[src/sv/hst_pkg.sv]
// ----------------------------------------------------------------------------
// hst_pkg: shared types, constants and decode functions
// Holds the table record, the controller/datapath command and status groups,
// the status codes and the AX.25 control and PID decoders.
// ----------------------------------------------------------------------------
package hst_pkg;

	localparam int TABLE_ENTRIES = 128;
	localparam int IDX_W         = $clog2(TABLE_ENTRIES);
	localparam int MAX_DIGIS     = 8;
	localparam int SLOT_W        = 7;

	localparam logic [55:0] CALL_MASK = 56'h1EFEFEFEFEFEFE;

	localparam logic [2:0] ST_OK       = 3'd0;
	localparam logic [2:0] ST_NONDATA  = 3'd1;
	localparam logic [2:0] ST_SHORT    = 3'd2;
	localparam logic [2:0] ST_FILTERED = 3'd3;
	localparam logic [2:0] ST_NOCTL    = 3'd4;
	localparam logic [2:0] ST_TOOMANY  = 3'd5;

	localparam logic [3:0] K_SABM  = 4'd0;
	localparam logic [3:0] K_SABME = 4'd1;
	localparam logic [3:0] K_DISC  = 4'd2;
	localparam logic [3:0] K_UA    = 4'd3;
	localparam logic [3:0] K_DM    = 4'd4;
	localparam logic [3:0] K_RR    = 4'd5;
	localparam logic [3:0] K_RNR   = 4'd6;
	localparam logic [3:0] K_REJ   = 4'd7;
	localparam logic [3:0] K_FRMR  = 4'd8;
	localparam logic [3:0] K_I     = 4'd9;
	localparam logic [3:0] K_UI    = 4'd10;
	localparam logic [3:0] K_UNK   = 4'd11;

	typedef struct packed {
		logic [55:0] call;
		logic [3:0]  port;
		logic [31:0] total;
		logic [31:0] info;
		logic [31:0] super_cnt;
		logic [31:0] unnum;
		logic [11:0] modes;
		logic [31:0] t_first;
		logic [31:0] t_last;
	} hst_rec_t;

	typedef struct packed {
		logic nondata;
		logic extseq;
		logic addrend;
		logic toomany;
		logic havectl;
		logic havepid;
	} hst_flags_t;

	typedef struct packed {
		logic [7:0]  pos;
		logic [55:0] src;
		hst_flags_t  flags;
		logic [3:0]  digis;
		logic [7:0]  ctl_start;
		logic [7:0]  ctl;
		logic [7:0]  pid;
	} hst_parse_t;

	// Result word, last field (entry_slot) in the lowest bits.
	typedef struct packed {
		logic [4:0]  pad;
		logic [3:0]  digi_total;
		logic [31:0] last_seen;
		logic [31:0] first_seen;
		logic [11:0] mode_bits;
		logic [31:0] unnumbered_frames;
		logic [31:0] supervisory_frames;
		logic [31:0] info_frames;
		logic [31:0] total_frames;
		logic [3:0]  frame_kind;
		logic [6:0]  entry_slot;
	} hst_out_t;

	typedef struct packed {
		logic [3:0]  pad;
		logic [31:0] now_seconds;
		logic [3:0]  port_number;
		logic [7:0]  frame_byte;
	} hst_in_t;

	typedef struct packed {
		logic in_ready;
		logic eval;
		logic scan_start;
		logic pick;
		logic read;
		logic update;
		logic out_valid;
		logic out_done;
	} hst_cmd_t;

	typedef struct packed {
		logic last_in;
		logic pre_err;
		logic scan_done;
		logic out_taken;
	} hst_sts_t;

	// Control field decode: returns {two_byte_control, kind}.
	function automatic logic [4:0] classify(input logic [7:0] c, input logic ext);
		logic [7:0] t;
		logic       len2;
		logic [3:0] k;
		len2 = 1'b0;
		t    = 8'h00;
		k    = K_UNK;
		if (!c[0]) begin
			len2 = ext;
			k    = K_I;
		end else begin
			if (c[1]) begin
				t = c & 8'hEF;
			end else if (ext) begin
				t    = c;
				len2 = 1'b1;
			end else begin
				t = c & 8'h0F;
			end
			case (t)
				8'h2F:   k = K_SABM;
				8'h6F:   k = K_SABME;
				8'h43:   k = K_DISC;
				8'h63:   k = K_UA;
				8'h0F:   k = K_DM;
				8'h01:   k = K_RR;
				8'h05:   k = K_RNR;
				8'h09:   k = K_REJ;
				8'h87:   k = K_FRMR;
				8'h03:   k = K_UI;
				default: k = K_UNK;
			endcase
		end
		return {len2, k};
	endfunction

	function automatic logic [11:0] pid_mode(input logic [7:0] p, input logic [3:0] kind);
		logic [11:0] m;
		case (p)
			8'hF0:   m = 12'h001;
			8'h08:   m = 12'h002;
			8'hCD:   m = 12'h004;
			8'hCF:   m = 12'h008;
			8'hCC:   m = (kind == K_I) ? 12'h010 : 12'h020;
			8'h01:   m = 12'h040;
			8'hC3:   m = 12'h080;
			8'hCE:   m = 12'h100;
			8'hBD:   m = 12'h200;
			8'hBB:   m = 12'h400;
			default: m = 12'h800;
		endcase
		return m;
	endfunction

endpackage

[src/sv/hst_ctrl.sv]
// ----------------------------------------------------------------------------
// hst_ctrl: frame-end sequencer
// Steps through evaluation, table scan, entry pick, read, update and output.
// ----------------------------------------------------------------------------
module hst_ctrl import hst_pkg::*; (
	input  logic     clk,
	input  logic     arst_n,
	input  hst_sts_t sts,
	input  logic     out_ready,
	output hst_cmd_t cmd
);

	localparam logic [2:0] S_IDLE = 3'd0;
	localparam logic [2:0] S_EVAL = 3'd1;
	localparam logic [2:0] S_SCAN = 3'd2;
	localparam logic [2:0] S_PICK = 3'd3;
	localparam logic [2:0] S_READ = 3'd4;
	localparam logic [2:0] S_UPD  = 3'd5;
	localparam logic [2:0] S_OUT  = 3'd6;

	logic [2:0] state_q;
	logic [2:0] state_nx;

	always_comb begin
		cmd      = '0;
		state_nx = state_q;
		case (state_q)
			S_IDLE: begin
				cmd.in_ready = 1'b1;
				if (sts.last_in) state_nx = S_EVAL;
			end
			S_EVAL: begin
				if (sts.pre_err) begin
					cmd.eval = 1'b1;
					state_nx = S_OUT;
				end else begin
					cmd.scan_start = 1'b1;
					state_nx       = S_SCAN;
				end
			end
			S_SCAN: begin
				if (sts.scan_done) state_nx = S_PICK;
			end
			S_PICK: begin
				cmd.pick = 1'b1;
				state_nx = S_READ;
			end
			S_READ: begin
				cmd.read = 1'b1;
				state_nx = S_UPD;
			end
			S_UPD: begin
				cmd.update = 1'b1;
				state_nx   = S_OUT;
			end
			S_OUT: begin
				cmd.out_valid = 1'b1;
				if (out_ready) begin
					cmd.out_done = 1'b1;
					state_nx     = S_IDLE;
				end
			end
			default: state_nx = S_IDLE;
		endcase
	end

	always_ff @(posedge clk or negedge arst_n) begin
		if (!arst_n) state_q <= S_IDLE;
		else state_q <= state_nx;
	end

endmodule

[config.mk]
export PLATFORM = sky130hd
export DESIGN_NAME = hst_ctrl
export DESIGN_NICKNAME = d
export VERILOG_FILES = /design/src/sv/hst_pkg.sv /design/src/sv/hst_ctrl.sv
export SDC_FILE = /design/constraint.sdc
export NUM_CORES = 1
export LEC_CHECK = 0
export BUFFER_PORTS_ARGS = -buffer_cell sky130_fd_sc_hd__buf_4
export CAP_MARGIN = 20
export CORE_AREA = 4 4 41 43
export CTS_CLUSTER_DIAMETER = 50
export CTS_CLUSTER_SIZE = 40
export DETAILED_ROUTE_END_ITERATION = 12
export DIE_AREA = 0 0 45 47
export PLACE_DENSITY = 0.45
export SLEW_MARGIN = 20
export SYNTH_ARGS = -nofsm -noshare
export SYNTH_HDL_FRONTEND = slang
export SYNTH_SLANG_ARGS = --single-unit
[constraint.sdc]
create_clock -name clk -period 1.3 [get_ports clk]
set_clock_uncertainty 0.05 [all_clocks]
set_input_delay 0.26 -clock clk [delete_from_list [all_inputs] [get_ports clk]]
set_output_delay 0.26 -clock clk [all_outputs]
set_load 0.05 [all_outputs]
### Word level (Yosys, flattened, before mapping)

Index checks and enable logic that the tools add are counted.

* equality and inequality tests: 9
* reductions and logical operators: 2
* multiplexer cells: 14

Operator list (number)
* 3-bit case mux with 7 select lines: 1
* 3-bit 2-to-1 mux: 4
* 3-bit == test (second input constant): 3
* 1-bit 2-to-1 mux: 7
* 3-bit by 2-bit == test with 1-bit output (second input constant): 2
* 2-bit inequality test (second input constant): 3
* 2-bit 2-to-1 mux: 2
* 3-bit by 1-bit == test with 1-bit output (second input constant): 1
* 3-bit logical NOT: 1
* 3-bit AND reduction: 1

* output and inout bits: 8
* input bits: 7
* logic and storage cells: 26
* register bits: 3

### Logic depth before layout (Yosys ltp)

Gate-level depths: netlist of run 1.

* word-level depth: 3
* depth in mapped cells: 3
* gate-level depth less buffers: 2

### Worst setup path after synthesis of run 1

Ideal clock, no wire load.

* path type: reg2out
* start: register state_q[1]
* end: output port cmd[5] in the netlist's numbering
* buffers on the path: 1
* data arrival time: 1699 ps
* slack: -709 ps
* stages on the path, launching flop included: 4
* data required time: 990 ps
* cell sequence: dfrtp_1 -> buf_4 -> nand2b_4 -> nor3_1

RTL lines
* start, declared: RTL line hst_ctrl.sv:21 `logic [2:0] state_q;`
* start signal, assigned: RTL line hst_ctrl.sv:69 `else state_q <= state_nx;`
* end, declared: RTL line hst_ctrl.sv:10 `output hst_cmd_t cmd`

==> results_dict.tcl, run 1 <==
set metrics [dict create \
    htree_levels 1 \
    drc 0 \
    start_util 0.186 \
    async_flop_share 1.00 \
    leakage_nw 0.244 \
    regToRegEndpoint "state_q[2]" \
    io_pins 15 \
    cp-end-kind "output port" \
    synthMuxAreaShare 0 \
    grt_pass1_vias 286 \
    root_buffer "clkbuf_4" \
    wl_met1_um 253 \
    status "finished with violations" \
    crit_path_start_kind "register" \
    violations "negative setup slack" \
    layout.nets 57 \
    slew-limit-headroom 0.896 \
    design_area_um2 531 \
    routed-wl-met2_um 367 \
    fill_cells 136 \
    crit_chain "and3b_2 -> and2_4 -> buf_8" \
    tightest_slew_ns 0.154 \
    setup_slack_ns -0.208 \
    ys_types 20 \
    slew_viol_final 0 \
    dp.final_hpwl_um 533 \
    synth_adder_area_share 0 \
    place_area_um2 408 \
    r2r_cells 3 \
    synth-edff-count 0 \
    path_clk_slew_ns 0.03 \
    clockBufferDepth 2 \
    cts_made_buffers 3 \
    rrSetupSlack_ns 0.09 \
    ant_nets 0 \
    gp_routability_congestion 0.739 \
    synth-compound-area-share 0.145 \
    grt_overflow 0 \
    top_layer "met3" \
    synth_seq_area_share 0.311 \
    grt_util_all_layers 0.0767 \
    fin_util 0.408 \
    synth_top_family_by_area "simple AND/OR/NAND/NOR gates" \
    reg.largest.list "state_q: 3 flops" \
    met3WireLength_um 42 \
    slowest_stage "dfrtp_2" \
    synth_fp_nets 33 \
    finalHoldViolations 0 \
    via_per_inst 4.27 \
    instances_no_fill 64 \
    portBuffers 13 \
    cp_max_fo 4 \
    drive_above_1_share 0.735 \
    antenna_cells 0 \
    core-area_um2 1300 \
    dieArea_um2 2120 \
    fp.dieH_um 47 \
    fmax_mhz 663 \
    rows 13 \
    clk_latency_ns 0.23 \
    cts.sinks 3 \
    seqCellArea_um2 77.6 \
    rsz0062_at_grt "true" \
    synth_seq_cells 3 \
    p_per_area_nw_per_um2 2810 \
    grt_pass1_wl_mm 1.17 \
    min_from "sts[1]" \
    crit_type "reg2out" \
    required_ns 0.99 \
    setup_viol 8 \
    regMostFlops "state_q" \
    multi_input_area_um2 184 \
    avgRoutedWirePerCell_um 10.4 \
    areaGrowthSynthToFinish_pct 120 \
    dr.first_iter.drc_count 1 \
    hold-worst-slack_ns 0.256 \
    die_w_um 45 \
    antenna_found_initial 0 \
    holdPathStages 3 \
    postSynthCellCount 26 \
    vdd_drop_max_mv 0.851 \
    min_period_ns 1.51 \
    cts_tree "yes" \
    syn_area_per_cell_um2 9.29 \
    synth_xor_xnor_area_share 0 \
    r2r_start "state_q[2]" \
    vias 273 \
    largest_reg_flops 3 \
    period_share 1.16 \
    routed_wl_um 664 \
    grt_max_degree 10 \
    worstHoldEndpoint "state_q[0]" \
    worstPathArrival_ns 1.20 \
    cp_slowest_stage_delay_ns 0.44 \
    synth_area_um2 241 \
    yosys.area_share.simple 0.404 \
    place_inst 57 \
    synth-main-ff-cell "dfrtp_1" \
    ys.warnings.count 0 \
    drv_cap 0 \
    hold_class "in2reg" \
    dr.pass1.iters 2 \
]
## cell usage in the layout (no fill, tap or decap), types with 2 or more instances in the layout
cell,n
buf_6,8
buf_4,10
nor3_4,3
dfrtp_2,2
clkbuf_4,3
buf_8,3
## worst max-delay path, delay by kind of cell (launching register included)
family                 cells  cell delay [ns]
buffers and inverters      1             0.13
DFF                        1             0.44
and+or+nand+nor            2             0.40
## through the flow
step	power, mW	setup WS [ns]	TNS [ns]
final	1.49	-0.208	-1.19
after global routing	1.59	-0.251	-1.62
after CTS	1.45	-0.212	-1.40
after detailed placement	1.11	-0.0137	-0.0137
after global placement	1.10	-0.00801	-0.00801
after floorplan	0.879	-0.181	-0.848
## layer usage
metal  track usage  up-vias
li1              -      137
met1        0.0913      128
met2         0.124        8
met3        0.0268        0
met4        0.0351        0
met5             0        -
## power breakdown
part           leakage (nW)  switching [mW]  internal, mW
logic                 0.194           0.598         0.520
registers            0.0344          0.0700         0.148
clock network        0.0150          0.0420         0.115
## worst max path at each step
stage / startpoint / end / slack (ns)
floorplan: state_q[0] / cmd[0] / -0.18
global placement: state_q[0] / cmd[0] / -0.008
detailed placement: state_q[0] / cmd[0] / -0.01
CTS: state_q[0] / cmd[0] / -0.21
global route: state_q[0] / cmd[0] / -0.25
finish: state_q[0] / cmd[0] / -0.21
## logic make-up after synthesis
kind of cell	count (synthesis)
flops	3
simple gates	14
buf+inv	4
compound gates	5
## area by class of cell
class / count / share of cell area
Tap cell: 15 / 0.0354
Inverter: 1 / 0.00708
Clock buffer: 4 / 0.0495
Timing Repair Buffer: 22 / 0.415
Sequential cell: 3 / 0.146
Multi-Input combinational cell: 19 / 0.347
## cells in the mapped netlist, types with 2 or more instances
library cell / instances / share of area
and2_1: 2 / 0.052
buf_6: 2 / 0.093
dfrtp_1: 3 / 0.31
nor3_1: 3 / 0.062
## timing repair
item,in CTS,in global routing
setup endpoints to repair,8,8
pin swaps,3,2
hold buffers,1,0
buffers inserted,1,1
hold endpoints to repair,3,0
gates resized for setup,14,6
Note: power is estimated with default switching activity, not from simulation.
==> inputs of run 2 (changes only) <==
Settings changed: CORE_AREA 4 4 41 43 to 2 2 39 41, CTS_CLUSTER_DIAMETER 50 to not set, DIE_AREA 0 0 45 47 to 0 0 41 43.
==> run 2 against run 1 <==
Effect of this change: the run still ends with negative setup slack left; final cell count unchanged; hold slack worse by 0.0038 ns; global-route usage up 1.2 points; register-to-register slack about the same; sequential share of layout area up 0.69 points; sequential power down 4%; die area down 17%; critical path type unchanged.
==> results_dict.tcl, run 2 (synthesis results as in run 1) <==
set metrics [dict create \
    status "finished with violations" \
    violations "negative setup slack" \
    die_w_um 41 \
    layout.nets 56 \
    crit_chain "and3b_2 -> and2_4 -> buf_8" \
    top_usage_layer "met2" \
    drc 0 \
    r2r_cells 3 \
    finalHoldViolations 0 \
    met2_usage 0.144 \
    cts.sinks 3 \
    antenna_cells 0 \
    via_per_inst 4.17 \
    drv_cap 0 \
    cts_made_buffers 3 \
    setup-tns-final_ns -1.25 \
    regToRegEndpoint "state_q[2]" \
    instances_no_fill 64 \
    dr.pass1.iters 2 \
    grt_max_degree 8 \
    reg.largest.list "state_q: 3 flops" \
    start_util 0.175 \
    crit_path_start_kind "register" \
    regMostFlops "state_q" \
    place_area_um2 409 \
    vdd_drop_max_mv 1.04 \
    dr.first_iter.drc_count 1 \
    cp_max_fo 4 \
    path_clk_slew_ns 0.03 \
    grt_pass1_wl_mm 1.05 \
    vias 267 \
    dp.final_hpwl_um 508 \
    p_per_area_nw_per_um2 2780 \
    leakage_nw 0.236 \
    antenna_found_initial 0 \
    setup_viol 8 \
    setup_slack_ns -0.194 \
    grt_util_all_layers 0.0887 \
    grt_overflow 0 \
    tightest_slew_ns 0.160 \
    grt_use_met1 0.0879 \
    cp-end-kind "output port" \
    most-common-layout-cells "10 x buf_4, 8 x buf_6, 3 x clkbuf_4" \
    slew-limit-headroom 0.893 \
    worstPathArrival_ns 1.18 \
    avgRoutedWirePerCell_um 9.48 \
    final_common_cell "buf_4" \
    crit_type "reg2out" \
    cp_slowest_stage_delay_ns 0.43 \
    root_buffer "clkbuf_4" \
    critPathCapture "cmd[0]" \
    htree_levels 1 \
    hold-worst-slack_ns 0.252 \
    place_inst 58 \
    io_pins 15 \
    required_ns 0.99 \
    rows 14 \
    clk_latency_ns 0.23 \
    grt_pass1_vias 274 \
    routed_wl_um 607 \
    rsz0062_at_grt "true" \
    fp.dieH_um 43 \
    slew_viol_final 0 \
    r2r_start "state_q[1]" \
    dieArea_um2 1760 \
    fmax_mhz 669 \
    largest_reg_flops 3 \
    crit_path_start "state_q[0]" \
    areaGrowthSynthToFinish_pct 110 \
    period_share 1.15 \
    cts_tree "yes" \
    clockBufferDepth 2 \
    fin_util 0.366 \
    use_met3 0.0471 \
    drive_above_1_share 0.729 \
    ant_nets 0 \
    hold_class "in2reg" \
    gp_routability_congestion 0.696 \
    design_area_um2 507 \
    core-area_um2 1380 \
    portBuffers 13 \
    min_period_ns 1.49 \
    slowest_stage "dfrtp_2" \
    rrSetupSlack_ns 0.08 \
]
## run 2: final cells by class
type / instances / area [µm²]
Timing Repair Buffer: 21 / 205
Inverter: 1 / 3.75
Tap cell: 16 / 20.0
Sequential cell: 3 / 77.6
Clock buffer: 4 / 26.3
Multi-Input combinational cell: 19 / 174
Fill cell: 146 / 877
## run 2: power breakdown
part	total (mW)	switching, mW	internal (mW)
logic	1.04	0.566	0.471
clock network	0.161	0.0463	0.115
registers	0.210	0.0627	0.148
## run 2: metrics by stage
step           total power [mW]  setup WS, ns
2_1_floorplan             0.879        -0.181
3_3_place_gp               1.10       0.00638
3_5_place_dp               1.11     -0.000334
4_1_cts                    1.40        -0.208
5_1_grt                    1.51        -0.250
6_report                   1.41        -0.194
## run 2: critical path: cells and delay by family, from the launching register on
kind / cells / cell delay, ns
and+or+nand+nor: 2 / 0.39
buffers and inverters: 1 / 0.13
DFF: 1 / 0.43
## run 2: routing by layer
metal | up-vias | routed length [µm]
met4 | 0 | 0
met3 | 0 | 38
li1 | 133 | -
met5 | - | 0
met1 | 126 | 218
met2 | 8 | 350
## run 2: worst min-delay path by stage
| stage | from | endpoint | slack [ns] | depth (start not counted) |
|---|---|---|---|---|
| global route | sts[1] | state_q[0] | 0.27 | 3 |
| detailed placement | arst_n | state_q[1] | 0.0002 | 1 |
| floorplan | arst_n | state_q[0] | -0.09 | 0 |
| CTS | sts[1] | state_q[0] | 0.25 | 3 |
| finish | sts[1] | state_q[0] | 0.25 | 3 |
| global placement | arst_n | state_q[1] | -0.002 | 1 |
## run 2: what timing repair did
action | in CTS | in global routing
hold buffers | 1 | 0
setup endpoints to repair | 8 | 8
hold endpoints to repair | 3 | 0
gates resized for setup | 11 | 5
cloned | 0 | 0
pin swaps | 1 | 1
setup buffers | 1 | 0
