===== config.mk =====
export PLATFORM = sky130hd
export DESIGN_NAME = hst_parser
export DESIGN_NICKNAME = d
export VERILOG_FILES = /design/src/sv/hst_pkg.sv /design/src/sv/hst_parser.sv
export SDC_FILE = /design/constraint.sdc
export NUM_CORES = 1
export LEC_CHECK = 0
export ABC_AREA = 1
export CAP_MARGIN = 20
export CORE_MARGIN = 4
export CORE_UTILIZATION = 30
export DETAILED_ROUTE_END_ITERATION = 16
export DONT_BUFFER_PORTS = 1
export PLACE_DENSITY = 0.48
export RECOVER_POWER = 25
export REMOVE_ABC_BUFFERS = 1
export SLEW_MARGIN = 20
export SYNTH_ARGS = -nofsm -noshare
export SYNTH_HDL_FRONTEND = slang
export SYNTH_SLANG_ARGS = --single-unit

===== constraint.sdc =====
create_clock -name clk -period 2.4 [get_ports clk]
set_input_delay 0.24 -clock clk [delete_from_list [all_inputs] [get_ports clk]]
set_output_delay 0.24 -clock clk [all_outputs]
set_load 0.03 [all_outputs]

===== src/sv/hst_pkg.sv =====
// ----------------------------------------------------------------------------
// hst_pkg: shared types, constants and decode functions
// Holds the table record, the controller/datapath command and status groups,
// the status codes and the AX.25 control and PID decoders.
// ----------------------------------------------------------------------------
package hst_pkg;

	localparam int TABLE_ENTRIES = 128;
	localparam int IDX_W         = $clog2(TABLE_ENTRIES);
	localparam int MAX_DIGIS     = 8;
	localparam int SLOT_W        = 7;

	localparam logic [55:0] CALL_MASK = 56'h1EFEFEFEFEFEFE;

	localparam logic [2:0] ST_OK       = 3'd0;
	localparam logic [2:0] ST_NONDATA  = 3'd1;
	localparam logic [2:0] ST_SHORT    = 3'd2;
	localparam logic [2:0] ST_FILTERED = 3'd3;
	localparam logic [2:0] ST_NOCTL    = 3'd4;
	localparam logic [2:0] ST_TOOMANY  = 3'd5;

	localparam logic [3:0] K_SABM  = 4'd0;
	localparam logic [3:0] K_SABME = 4'd1;
	localparam logic [3:0] K_DISC  = 4'd2;
	localparam logic [3:0] K_UA    = 4'd3;
	localparam logic [3:0] K_DM    = 4'd4;
	localparam logic [3:0] K_RR    = 4'd5;
	localparam logic [3:0] K_RNR   = 4'd6;
	localparam logic [3:0] K_REJ   = 4'd7;
	localparam logic [3:0] K_FRMR  = 4'd8;
	localparam logic [3:0] K_I     = 4'd9;
	localparam logic [3:0] K_UI    = 4'd10;
	localparam logic [3:0] K_UNK   = 4'd11;

	typedef struct packed {
		logic [55:0] call;
		logic [3:0]  port;
		logic [31:0] total;
		logic [31:0] info;
		logic [31:0] super_cnt;
		logic [31:0] unnum;
		logic [11:0] modes;
		logic [31:0] t_first;
		logic [31:0] t_last;
	} hst_rec_t;

	typedef struct packed {
		logic nondata;
		logic extseq;
		logic addrend;
		logic toomany;
		logic havectl;
		logic havepid;
	} hst_flags_t;

	typedef struct packed {
		logic [7:0]  pos;
		logic [55:0] src;
		hst_flags_t  flags;
		logic [3:0]  digis;
		logic [7:0]  ctl_start;
		logic [7:0]  ctl;
		logic [7:0]  pid;
	} hst_parse_t;

	// Result word, last field (entry_slot) in the lowest bits.
	typedef struct packed {
		logic [4:0]  pad;
		logic [3:0]  digi_total;
		logic [31:0] last_seen;
		logic [31:0] first_seen;
		logic [11:0] mode_bits;
		logic [31:0] unnumbered_frames;
		logic [31:0] supervisory_frames;
		logic [31:0] info_frames;
		logic [31:0] total_frames;
		logic [3:0]  frame_kind;
		logic [6:0]  entry_slot;
	} hst_out_t;

	typedef struct packed {
		logic [3:0]  pad;
		logic [31:0] now_seconds;
		logic [3:0]  port_number;
		logic [7:0]  frame_byte;
	} hst_in_t;

	typedef struct packed {
		logic in_ready;
		logic eval;
		logic scan_start;
		logic pick;
		logic read;
		logic update;
		logic out_valid;
		logic out_done;
	} hst_cmd_t;

	typedef struct packed {
		logic last_in;
		logic pre_err;
		logic scan_done;
		logic out_taken;
	} hst_sts_t;

	// Control field decode: returns {two_byte_control, kind}.
	function automatic logic [4:0] classify(input logic [7:0] c, input logic ext);
		logic [7:0] t;
		logic       len2;
		logic [3:0] k;
		len2 = 1'b0;
		t    = 8'h00;
		k    = K_UNK;
		if (!c[0]) begin
			len2 = ext;
			k    = K_I;
		end else begin
			if (c[1]) begin
				t = c & 8'hEF;
			end else if (ext) begin
				t    = c;
				len2 = 1'b1;
			end else begin
				t = c & 8'h0F;
			end
			case (t)
				8'h2F:   k = K_SABM;
				8'h6F:   k = K_SABME;
				8'h43:   k = K_DISC;
				8'h63:   k = K_UA;
				8'h0F:   k = K_DM;
				8'h01:   k = K_RR;
				8'h05:   k = K_RNR;
				8'h09:   k = K_REJ;
				8'h87:   k = K_FRMR;
				8'h03:   k = K_UI;
				default: k = K_UNK;
			endcase
		end
		return {len2, k};
	endfunction

	function automatic logic [11:0] pid_mode(input logic [7:0] p, input logic [3:0] kind);
		logic [11:0] m;
		case (p)
			8'hF0:   m = 12'h001;
			8'h08:   m = 12'h002;
			8'hCD:   m = 12'h004;
			8'hCF:   m = 12'h008;
			8'hCC:   m = (kind == K_I) ? 12'h010 : 12'h020;
			8'h01:   m = 12'h040;
			8'hC3:   m = 12'h080;
			8'hCE:   m = 12'h100;
			8'hBD:   m = 12'h200;
			8'hBB:   m = 12'h400;
			default: m = 12'h800;
		endcase
		return m;
	endfunction

endpackage


===== src/sv/hst_parser.sv =====
// ----------------------------------------------------------------------------
// hst_parser: per-byte KISS/AX.25 header parser
// Tracks byte position, source address, digipeater walk, control and PID.
// ----------------------------------------------------------------------------
module hst_parser import hst_pkg::*; (
	input  logic       clk,
	input  logic       arst_n,
	input  logic       take,
	input  logic       first,
	input  logic [7:0] data,
	input  logic       clear,
	output hst_parse_t parse
);

	hst_parse_t cur_q;
	logic [2:0] r_q;
	logic [2:0] k_q;

	hst_parse_t nx;
	logic [2:0] r_nx;
	logic [2:0] k_nx;
	logic [7:0] d;
	logic [2:0] lane;
	logic [4:0] cls;
	logic [7:0] pid_at;
	logic [3:0] k_plus;

	always_comb begin
		nx   = first ? '0 : cur_q;
		r_nx = first ? 3'd0 : r_q;
		k_nx = first ? 3'd0 : k_q;
		d    = nx.pos - 8'd1;
		lane = 3'(d - 8'd7);
		cls  = classify(nx.ctl, nx.flags.extseq);
		pid_at = nx.ctl_start + (cls[4] ? 8'd2 : 8'd1);
		k_plus = {1'b0, k_nx} + 4'd1;
		if (nx.pos == 8'd0) begin
			if (data[3:0] != 4'd0) nx.flags.nondata = 1'b1;
		end else if (d >= 8'd7 && d <= 8'd13) begin
			nx.src[lane*8 +: 8] = data;
			if (d == 8'd13) begin
				if (!data[6]) nx.flags.extseq = 1'b1;
				if (data[0]) begin
					nx.flags.addrend = 1'b1;
					nx.ctl_start     = 8'd14;
				end
			end
		end else if (d >= 8'd14 && !nx.flags.toomany) begin
			if (!nx.flags.addrend) begin
				if (r_nx == 3'd6) begin
					if (data[0]) begin
						nx.flags.addrend = 1'b1;
						nx.digis         = k_plus;
						nx.ctl_start     = d + 8'd1;
					end else if (k_plus >= 4'(MAX_DIGIS)) begin
						nx.flags.toomany = 1'b1;
					end
					r_nx = 3'd0;
					k_nx = k_nx + 3'd1;
				end else begin
					r_nx = r_nx + 3'd1;
				end
			end else if (d == nx.ctl_start) begin
				nx.ctl           = data;
				nx.flags.havectl = 1'b1;
			end else if (nx.flags.havectl && !nx.flags.havepid && d == pid_at) begin
				nx.pid           = data;
				nx.flags.havepid = 1'b1;
			end
		end
		if (nx.pos != 8'hFF) nx.pos = nx.pos + 8'd1;
	end

	always_ff @(posedge clk or negedge arst_n) begin
		if (!arst_n) begin
			cur_q <= '0;
			r_q   <= 3'd0;
			k_q   <= 3'd0;
		end else if (clear) begin
			cur_q <= '0;
			r_q   <= 3'd0;
			k_q   <= 3'd0;
		end else if (take) begin
			cur_q <= nx;
			r_q   <= r_nx;
			k_q   <= k_nx;
		end
	end

	assign parse = cur_q;

endmodule


======== After elaboration in Yosys (flattened, before gate mapping) ========
Index checks and enable logic that the tools add are counted.
storage, ports and cells
  bits in read-only memories .............. 0
  logic and storage cells ................. 100
  RAM bits ................................ 0
  memories ................................ 0
  latch bits .............................. 0
  bits of input ports ..................... 13
  flip-flop bits (word level) ............. 104
cells by class
  $mul .................................... 0
  reduce and logical (&&, ||, !) cells .... 9
  $add $sub $neg .......................... 9
  multiplexer cells ....................... 57
  $lt $le $gt $ge ......................... 4
  shifts and indexed selects .............. 2
  divide/modulo/power cells ............... 0
  equality and inequality tests ........... 5
  bitwise operators ....................... 0
operator list
  operator                   count
  $mux W98                   3
  $mux W56                   2
  $bwmux W56                 1
  $mux W8                    7
  $shift A8 B34 Y56 const A  1
  $shiftx A8 B34 Y56         1
  $mux W3                    16
  $mux W12                   3
  $neg A6 Y34                1
  $mux W33                   1
  $mux W16                   2
  $mux W32                   1
  $add A8 B1 Y8 const B      2
  $eq A8 B8 Y1               2
  $mux W1                    15
  $mux W2                    5
  $add A8 B2 Y8              1
  $eq A8 B4 Y1 const B       1
  $ge A8 B3 Y1 const B       1
  $ge A8 B4 Y1 const B       1
  $le A8 B4 Y1 const B       1
  $logic_not A8 Y1           1
  $ne A8 B8 Y1 const B       1
  $sub A8 B1 Y8 const B      1
  10 further kinds           15

======== Longest topological paths before layout ========
  depth after elaboration ................. 16
  gate-level depth with buffers ........... 25
  mapped depth without buffers ............ 23

======== Worst setup path before layout ========
Ideal clock, no wire load.
  kind .................................... input to register
  start ................................... input first
  end ..................................... register cur_q, in the netlist parse[0]
  path buffers ............................ 3
  cell stages on the path ................. 19
  setup time .............................. 117 ps
  path slack .............................. -499 ps
  data arrival time ....................... 2782 ps
  cells stage by stage .................... buf_6 > clkbuf_1 > clkbuf_1 > nor2_1 > o21ai_0 > ha_1 > fa_1 > xnor2_1 > o21ai_0 > nor2_1 > nand3_1 > nor2_1 > nand3_1 > o21bai_1 > nand3_1 > nand2_1 > nand2_1 > nand2_1 > nand2_1
between the ends
  longest elaborated chain between the ends .. 16
RTL lines
  what                  RTL line          text
  from (decl)           hst_parser.sv:9   input logic first,
  $mux W98 (*)          hst_parser.sv:29  nx = first ? '0 : cur_q;
  $mux W1               hst_pkg.sv:120    end else if (ext) begin
  $mux W1               hst_pkg.sv:118    if (c[1]) begin
  $mux W1               hst_pkg.sv:114    if (!c[0]) begin
  $mux W2               hst_parser.sv:35  pid_at = nx.ctl_start + (cls[4] ? 8'd2 : 8'd1);
  $add A8 B2 Y8         hst_parser.sv:35
  $eq A8 B8 Y1          hst_parser.sv:66  end else if (nx.flags.havectl && !nx.flags.havepid && d == pid_at) begin
  $logic_and A1 B1 Y1   hst_parser.sv:66
  $mux W8               hst_parser.sv:66
  $mux W8               hst_parser.sv:63  end else if (d == nx.ctl_start) begin
  $mux W16              hst_parser.sv:49  if (!nx.flags.addrend) begin
  $mux W32              hst_parser.sv:48  end else if (d >= 8'd14 && !nx.flags.toomany) begin
  $mux W16              hst_parser.sv:39  end else if (d >= 8'd7 && d <= 8'd13) begin
  $mux W33 (*)          hst_parser.sv:37  if (nx.pos == 8'd0) begin
  $mux W98 (*)          hst_parser.sv:83  end else if (take) begin
  $mux W98 (*)          hst_parser.sv:79  end else if (clear) begin
  to (signal assigned)  hst_parser.sv:84  cur_q <= nx;
  to (decl)             hst_parser.sv:15  hst_parse_t cur_q;
Every way passes the cells marked *; elsewhere a longest branch is shown, timed or not. The select of a mux whose other input is x is not followed.
A chain may end at the register's enable or synchronous reset.

======== Worst setup path in the final report ========
  start ................................... register cur_q, in the netlist parse[32]
  end ..................................... register cur_q, in the netlist parse[7]
between the ends
  longest elaborated chain between the ends .. 16
RTL lines
  what                     RTL line
  $mux W98 (*)             hst_parser.sv:29
  $mux W1                  hst_pkg.sv:120
  $mux W1                  hst_pkg.sv:118
  $mux W1 (*)              hst_pkg.sv:114
  $mux W2 (*)              hst_parser.sv:35
  $add A8 B2 Y8 (*)        hst_parser.sv:35
  $eq A8 B8 Y1 (*)         hst_parser.sv:66
  $logic_and A1 B1 Y1 (*)  hst_parser.sv:66
  $mux W8 (*)              hst_parser.sv:66
  $mux W8 (*)              hst_parser.sv:63
  $mux W16 (*)             hst_parser.sv:49
  $mux W32 (*)             hst_parser.sv:48
  $mux W16 (*)             hst_parser.sv:39
  $mux W33 (*)             hst_parser.sv:37
  $mux W98 (*)             hst_parser.sv:83
  $mux W98 (*)             hst_parser.sv:79
Marked as above.

==> impl_metrics.csv <==
group,metric,value,unit
grt,grt_pass1_vias,7748,
sta,final-hold-violation-count,104,
power_and_ir_drop,p_clk_frac,0.396,
yosys,netlist_area,7600,um2
placement,dpl_cell_area,8950,um2
placement,placed_cells,1556,
yosys,synth_top_family_by_area,"simple AND/OR/NAND/NOR gates",
setup_path,slowest_stage,"fa_2",
yosys,ys_async_sr_fraction,1.00,
sta,grt_setup_unrepaired,"true",
yosys,synth_top_area_frac,0.342,
sta,setup_ws,-0.187,ns
floorplanning,boundaryPins,111,
grt,grt_start_max_net_pins,105,
grt,antenna_found_initial,0,
placement,place_hpwl,18.8,mm
sta,slew_violations,0,
power_and_ir_drop,power_switching,1.30,mW
floorplanning,die_w,167,um
sta,relSlewSlack,0.590,
setup_path,arrival,2.84,ns
power_and_ir_drop,comb_power_share,0.169,
floorplanning,initial_core_util,0.309,
clock_tree,cts-root-buf,"clkbuf_16",
min_path,hp-class,"primary input to async pin",
clock_tree,numCtsBuffers,9,
yosys,synth_compound_area_frac,0.177,
floorplanning,fp.coreArea,24600,um2
setup_path,path_common_cell,"nand2_1",
drt,drc_errors,0,
finish,final_cell_area,10500,um2
clock_tree,cts_buffer_depth,2,
clock_tree,cts_sinks,104,
yosys,synth_area_leaders,"dfrtp_1, nand2_1, o21ai_0",
power_and_ir_drop,peakVddDrop,328,uV
placement,place_congestion,0.897,
drt,vias_per_cell,4.98,
yosys,synth_area_per_cell,6.62,um2
drt,drtIter0Drc,553,
clock_tree,htreeDepth,3,
setup_path,start_kind,"flip-flop",
yosys,synth_most_common_cell,"nand2_1",
floorplanning,dieArea,27900,um2
drt,routed-via-count,8071,
sta,finClkSkew,0.0107,ns
placement,place.port_buffers,0,
yosys,synth-seq-cells,104,
yosys,synth_adder_area_share,0.0191,
power_and_ir_drop,power_frac_seq,0.435,
finish,area_growth,38.5,%
yosys,yosys.area_share.simple,0.337,
sta,post-route-min-period,2.59,ns
setup_path,critPathTopFamily,"simple AND/OR/NAND/NOR gates",
power_and_ir_drop,p_leak,4.81,nW
setup_path,crit_type,"flip-flop to flip-flop",
floorplanning,std_cell_rows,57,
setup_path,max_stage_delay,0.53,ns
power_and_ir_drop,cellPowerDensity,400,nW/um2
setup_path,cp_max_fo,8,
yosys,synth_top_area_cell,"dfrtp_1",
yosys,synthDistinctLibCells,41,
yosys,synthFlopType,"dfrtp_1",
grt,grt_usage,0.191,
sta,tightest_slew,0.610,ns
power_and_ir_drop,p_sw_frac,0.308,
setup_path,required,2.65,ns
finish,n_antenna_cell,0,
sta,setup_violations,36,
sta,fin_crit_sh,1.08,
grt,grt_util_met2,0.308,
job,max-cap-violations,0,
grt,busiest_layer,"met2",
grt,grt_util_met3,0.0460,
clock_tree,cts_tree,"yes",
grt,grt_pass1_wl,43.2,mm
yosys,syn_inst,1149,
floorplanning,die_y,167,um
finish,finalNetCount,1317,
yosys,synth_edf_count,0,
status,status,"finished with violations",
yosys,synth-xor-area-share,0.00922,
finish,instances_no_fill,1622,
yosys,synth_warnings,0,
grt,grt-ovfl-total,0,
power_and_ir_drop,internal-power,2.91,mW
sta,holdWs,-0.446,ns
drt,wl,27.9,mm
clock_tree,clock_latency,0.37,ns
setup_path,path_cells,"inv_2 > nor2_4 > o21ai_2 > ha_2 > fa_2 > xnor2_1 > o21ai_1 > nor2_1 > nand3_1 > nor2_2 > nand3_2 > buf_6 > o21bai_1 > nand3_1 > nand2_1 > nand2_1 > nand2_1 > nand2_1",
yosys,synth_common_cells,"nand2_1, inv_1, o21ai_0",
clock_tree,clk_pin_slew,0.09,ns
finish,drive_gt1_frac,0.283,
drt,final_antenna_net_count,0,
drt,wl_per_cell,17.2,um
grt,globalRouteMet1Util,0.260,
drt,firstDrtPassIters,5,
yosys,ys_seq_area_frac,0.342,
setup_path,crit_buf_inv,2,
setup_path,cp-end-kind,"flip-flop",
sta,fmax,0.387,GHz
status,violations,"negative hold slack, negative setup slack",
finish,utilization,0.428,
yosys,synthMuxAreaShare,0,
[layout make-up]
type	count	area (um2)
inverters	162	666
clock inverters	7	93.8
flip-flops and latches	104	2610
well taps	324	405
fillers	2567	14100
multi-input cells	834	4800
repair inverters	1	7.51
clock buffers	9	225
repair buffers	181	1730
[metrics by stage]
stage                     total power, mW  setup slack [ns]  setup TNS [ns]  hold WS (ns)
final                                4.21            -0.187           -3.00        -0.446
after global routing                 4.40            -0.455          -11.29        -0.465
after CTS                            4.16            -0.244           -2.02        -0.456
after detailed placement             2.44            -0.309          -13.84       -0.0524
after global placement               2.44            -0.268          -12.12       -0.0528
after floorplan                      2.18             -1.44         -119.87       -0.0556
[per-layer routing]
| layer | vias up | wire [um] |
|---|---|---|
| li1 | 4022 | - |
| met1 | 3797 | 12400 |
| met2 | 215 | 13000 |
| met3 | 37 | 1920 |
| met4 | 0 | 524 |
| met5 | - | 0 |
[cell usage in the layout, fill, tap and decap left out, types with 7 or more instances in the layout]
master	count
buf_6	28
nand2_1	256
a31oi_1	8
a21oi_1	20
o21ai_1	61
o21ai_2	10
nand2_4	21
nor2_4	19
o211ai_1	20
inv_2	11
nand3_2	23
buf_12	16
o21ai_0	88
clkbuf_16	11
o22ai_1	17
nand3_1	101
a21oi_2	7
nand2_2	26
buf_4	133
dfrtp_1	102
o21bai_1	9
inv_1	140
nor2_2	13
nor2_1	79
nand2_8	8
[registers in the layout, indices dropped and copies added, names as in the netlist]
register / flops
k_q: 3
parse: 98
r_q: 3
[power groups by stage]
stage	Sequential (mW)	Clock [mW]	Combinational, mW
after floorplan	1.88	0	0.299
after global routing	1.84	1.79	0.780
final	1.83	1.67	0.712
after detailed placement	1.87	0	0.576
after CTS	1.83	1.71	0.613
after global placement	1.87	0	0.576
[path summary, 6_finish.rpt]
check | start | to | slack (ns) | cells after the start
worst max-delay path | parse[32]$_DFFE_PN0P_ | parse[7]$_DFFE_PN0P_ | -0.19 | 18
worst min-delay path | arst_n | parse[54]$_DFFE_PN0P_ | -0.45 | 0
worst max register to register | parse[32]$_DFFE_PN0P_ | parse[7]$_DFFE_PN0P_ | -0.19 | 18
worst min register to register | k_q[2]$_DFFE_PN0P_ | k_q[2]$_DFFE_PN0P_ | 0.48 | 2
max in group asynchronous | arst_n | parse[7]$_DFFE_PN0P_ | 2.69 | 0
min in group clk | data[3] | parse[37]$_DFFE_PN0P_ | 0.03 | 2
[kinds of logic (layout without fill, tap and decap cells)]
group / after synthesis / in the layout
compound gates: 245 / 245
flops: 104 / 104
fa+ha+maj: 11 / 11
buf+inv: 214 / 360
simple gates: 567 / 570
xor+xnor: 8 / 8
[timing repair]
| item | 4_1_cts | 5_1_grt |
|---|---|---|
| endpoints found under the setup margin | 95 | 81 |
| resized for setup | 44 | 210 |
| cloned | 2 | 5 |
| buffers inserted | 20 | 27 |
| endpoints found under the hold margin | 104 | 104 |
| pin swaps | 30 | 96 |
Power figures use the tool's default switching activity.
